<file path="src/rtl/msbr_pkg.sv">
// Shared types, constants and codes of the MSB-first bit reader.
package msbr_pkg;

    localparam int BUFFER_DEPTH = 4096;
    localparam int ADDR_W       = $clog2(BUFFER_DEPTH);
    localparam int LEN_W        = 13;
    localparam int REM_W        = 16;
    localparam int NBITS_W      = 7;
    localparam int DATA_W       = 64;
    localparam int OUT_BYTES    = DATA_W / 8;
    localparam int BCNT_W       = 4;
    localparam int CFG_DATA_W   = 13;
    localparam int READ_STEPS   = OUT_BYTES + 1;
    localparam int STEP_W       = $clog2(READ_STEPS);

    localparam logic [NBITS_W-1:0] MAX_BITS = NBITS_W'(DATA_W);

    localparam logic ACT_LOAD = 1'b0;
    localparam logic ACT_READ = 1'b1;

    localparam logic CFG_LENGTH = 1'b0;
    localparam logic CFG_MODE   = 1'b1;

    typedef struct packed {
        logic              action;
        logic [11:0]       load_address;
        logic [7:0]        load_byte;
        logic [6:0]        bit_count;
    } t_in_word;

    typedef struct packed {
        logic [63:0]       read_data;
        logic [3:0]        byte_count;
        logic [15:0]       bits_remaining;
        logic              overrun;
    } t_out_word;

    typedef struct packed {
        logic              wr_en;
        logic [ADDR_W-1:0] wr_addr;
        logic [7:0]        wr_data;
        logic [ADDR_W-1:0] rd_addr;
        logic              prev_en;
        logic [2:0]        shift;
    } t_fetch_ctl;

    typedef struct packed {
        logic               clear;
        logic               shift_en;
        logic [2:0]         byte_idx;
        logic [NBITS_W-1:0] nbits;
    } t_pack_ctl;

endpackage

</file>
<file path="src/rtl/msbr_pack.sv">
// Output shift register that collects aligned bytes into the read word.
module msbr_pack (
    input  logic                i_clk,
    input  msbr_pkg::t_pack_ctl i_ctl,
    input  logic [7:0]          i_aligned,
    output logic [63:0]         o_data
);
    import msbr_pkg::*;

    logic [DATA_W-1:0] r_data;
    logic [DATA_W-1:0] n_data;
    logic [3:0]        full_bytes;
    logic [2:0]        part_bits;
    logic [3:0]        idx;
    logic [7:0]        out_byte;

    always_comb begin
        full_bytes = i_ctl.nbits[6:3];
        part_bits  = i_ctl.nbits[2:0];
        idx        = {1'b0, i_ctl.byte_idx};
        out_byte   = '0;
        // Whole bytes pass as they are; the trailing partial byte keeps its
        // top bits, moved down to the low end.
        if (idx < full_bytes) begin
            out_byte = i_aligned;
        end else if (idx == full_bytes && part_bits != 3'd0) begin
            out_byte = i_aligned >> (4'd8 - {1'b0, part_bits});
        end
        n_data = r_data;
        if (i_ctl.clear) begin
            n_data = '0;
        end else if (i_ctl.shift_en) begin
            n_data = {out_byte, r_data[DATA_W-1:8]};
        end
    end

    always_ff @(posedge i_clk) begin
        r_data <= n_data;
    end

    assign o_data = r_data;

endmodule

</file>
<file path="config.mk">
export PLATFORM = sky130hd
export DESIGN_NAME = msbr_pack
export DESIGN_NICKNAME = d
export VERILOG_FILES = /design/src/rtl/msbr_pkg.sv /design/src/rtl/msbr_pack.sv
export SDC_FILE = /design/constraint.sdc
export NUM_CORES = 1
export LEC_CHECK = 0
export BUFFER_PORTS_ARGS = -buffer_cell sky130_fd_sc_hd__buf_4
export CORE_ASPECT_RATIO = 1.2
export CORE_MARGIN = 2
export CORE_UTILIZATION = 30
export DETAILED_ROUTE_END_ITERATION = 8
export GPL_TIMING_DRIVEN = 0
export SLEW_MARGIN = 20
export SYNTH_ARGS = -nofsm -noshare
export SYNTH_HDL_FRONTEND = slang
export SYNTH_SLANG_ARGS = --single-unit
</file>
<file path="constraint.sdc">
create_clock -name i_clk -period 2 [get_ports i_clk]
set_clock_uncertainty 0.2 [all_clocks]
set_input_delay 0.1 -clock i_clk [delete_from_list [all_inputs] [get_ports i_clk]]
set_output_delay 0.1 -clock i_clk [all_outputs]
set_load 0.02 [all_outputs]
</file>
==> results.yml <==
worst_setup_path:
  r2r_slack_ns: 0.83
  reg2reg_to: "o_data[59]"
  cpPeakStageDelay_ns: 0.48
  ff2ff_path_depth: 4
  cp_common_cell: "ha_1"
  crit_chain: "buf_4, clkinv_1, ha_1, ha_1, or3b_2, o221ai_1, nand4_1, a21oi_1"
  slowest_stage: "or3b_2"
  startpoint_type: "primary input"
  timing.rr.start: "o_data[59]"
  arrival_ns: 1.91
  crit_required_ns: 2.05
  crit_fanout: 8
  end_kind: "flop"
  critical_path_class: "in2reg"
route:
  drt_iter0_drc: 63
  antenna_left: 0
  vias: 2317
  via_per_inst: 4.65
  post_drt_wl_per_cell_um: 13.6
  first_pass_iters: 4
  routed_wl_um: 6770
  drcViolationCount: 0
layout:
  final_util_pct: 43.1
  num-fill-cells: 896
  nets: 404
  design_area_sq_mm: 0.00371
  antennaDiodeCount: 0
  syn_to_final_growth_pct: 38.6
  largest_reg_flops: 64
  drive_above_1_share_pct: 27.8
die:
  start_util_pct: 31.1
  die-area_sq_mm: 0.00970
  core.rowCount: 37
  io_pins: 85
  core_area_sq_mm: 0.00861
  die_y_um: 107
  die_w_um: 90.2
sta:
  finalSetupTns_ns: 0
  max_freq_mhz: 539
  period_needed_ns: 1.85
  setup_violations: 0
  hold_viol_final: 0
  slew_violations: 0
  rsz0062_at_grt: "no"
  worst_slack_ns: 0.145
  period_share_pct: 92.7
  worstMarginPinSlew_ns: 0.546
  timing.slew.headroom_pct: 63.5
power_and_ir_drop:
  leakagePower_uw: 0.00177
  power_density_mw_per_mm2: 688
  power_uw: 2550
  vdd_drop_max_mv: 0.213
synthesis:
  yosysTopAreaCell: "dfxtp_1"
  synth.top_cells.by_count: "mux2i_1, dfxtp_1, nor2_1"
  synth_cell_type_count: 29
  synth_ff_type: "dfxtp_1"
  ys_ff_latch: 64
  avgSynthCellArea_sq_um: 9.81
  seq_area_frac_synth_pct: 47.9
  yosysTopAreaCellShare_pct: 47.9
  synth_edf_count: 0
  synth.area.top_cells: "dfxtp_1, mux2i_1, nor2_1"
  yosysMostFrequentCell: "mux2i_1"
  async_reset_ff_share_pct: 0
  mappedNetlistArea_sq_mm: 0.00268
  yosysWarnings: 0
  netlist_instances: 273
  synth_nets: 299
outcome:
  status: "completed"
grt:
  grt_pass1_vias: 2284
  grt_use_total_pct: 14.3
  grt_max_degree: 11
  grt-ovfl-total: 0
  antenna_found_initial: 0
  grt_pass1_wl_um: 11000
placement:
  place.gp.congestion: 0.815
  dpl_cell_area_sq_mm: 0.00345
  pre_cts_ws_ns: -0.282
  hpwlAfterDp_um: 5240
  io_buffers: 83
clock_tree:
  cts_sinks: 64
  cts_max_level: 3
  clockBufferDepth: 2
  clk_pin_slew_worst_paths_ns: 0.06
  insertion_delay_ns: 0.32
  cts_buffers: 9
  cts_setup_buffers: 0
  cts_tree: "done"
  cts_root_buf: "clkbuf_8"
worst_hold_path:
  worst_hold_path.num_cells: 5
  hold_end: "o_data[60]"
  hp-class: "in2reg"
  hp-start: "i_ctl[10]"
run:
  drv_cap: 0
[placed cells by master, fill, tap and decap left out, types with 7 or more instances in the layout]
cell           count
clkbuf_8          10
nor2_1            63
a31oi_1            8
buf_2              7
dfxtp_1           64
dlygate4sd3_1     11
nand2_1            7
clkbuf_1          10
mux2i_1           66
buf_4             84
[worst max path at each step]
stage / from / end / slack, ns / cells after the start
after detailed placement: i_ctl[0] / o_data[60] / -0.28 / 7
after floorplan: i_ctl[0] / o_data[59] / 0.007 / 8
after global routing: i_ctl[0] / o_data[61] / 0.05 / 7
after CTS: i_ctl[0] / o_data[60] / 0.07 / 7
final: i_ctl[0] / o_data[59] / 0.15 / 8
after global placement: i_ctl[0] / o_data[60] / -0.34 / 7
[layout make-up]
class | instances | area [sq um] | area share, %
multi-input combinational | 185 | 1290 | 34.7
sequential | 64 | 1280 | 34.5
timing repair buffer | 94 | 733 | 19.8
clock buffer | 13 | 149 | 4.01
tap | 117 | 146 | 3.94
buffer | 17 | 83.8 | 2.26
inverter | 7 | 26.3 | 0.708
clock inverter | 1 | 5.00 | 0.135
[cell families (layout without fill, tap and decap cells)]
| family | count (synthesis) | in the layout | share of synthesized area (%) |
|---|---|---|---|
| AND/OR/NAND/NOR | 90 | 90 | 14.5 |
| multiplexers | 67 | 67 | 25.5 |
| flip-flops | 64 | 64 | 47.9 |
| buffers and inverters | 24 | 132 | 4.11 |
| AO/OA/AOI/OAI | 23 | 23 | 5.65 |
| adder cells (fa/ha/maj) | 5 | 5 | 2.34 |
[where the power goes]
part / leakage (uW) / internal (uW) / total (uW) / switching, uW
sequential: 0.000518 / 1300 / 1310 / 18.6
combinational: 0.00117 / 160 / 349 / 189
clock: 0.0000794 / 469 / 890 / 421
[timing repair]
action,CTS,global route
hold buffers,11,0
resized for setup,0,1
setup endpoints to repair,0,2
hold endpoints to repair,8,0
[stage by stage]
| stage | hold slack (ns) | cells |
|---|---|---|
| floorplan | 0.0591 | 273 |
| global placement | 0.220 | 473 |
| detailed placement | 0.216 | 473 |
| CTS | 0.0140 | 498 |
| global route | 0.00644 | 498 |
| finish | 0.00490 | 498 |
[critical path, delay by kind of cell]
kind	cells	cell delay (ns)
AO/OA/AOI/OAI	2	0.26
AND/OR/NAND/NOR	2	0.61
buffers and inverters	2	0.33
adder cells (fa/ha/maj)	2	0.62
[layer usage]
layer,global-route usage [%],share of wire (%),vias to the layer above
met5,0,0,-
met4,7.36,1.7,0
met3,3.71,6.2,11
met2,26.0,49,82
met1,15.4,43,1074
li1,-,-,1150
Power figures use the tool's default switching activity.
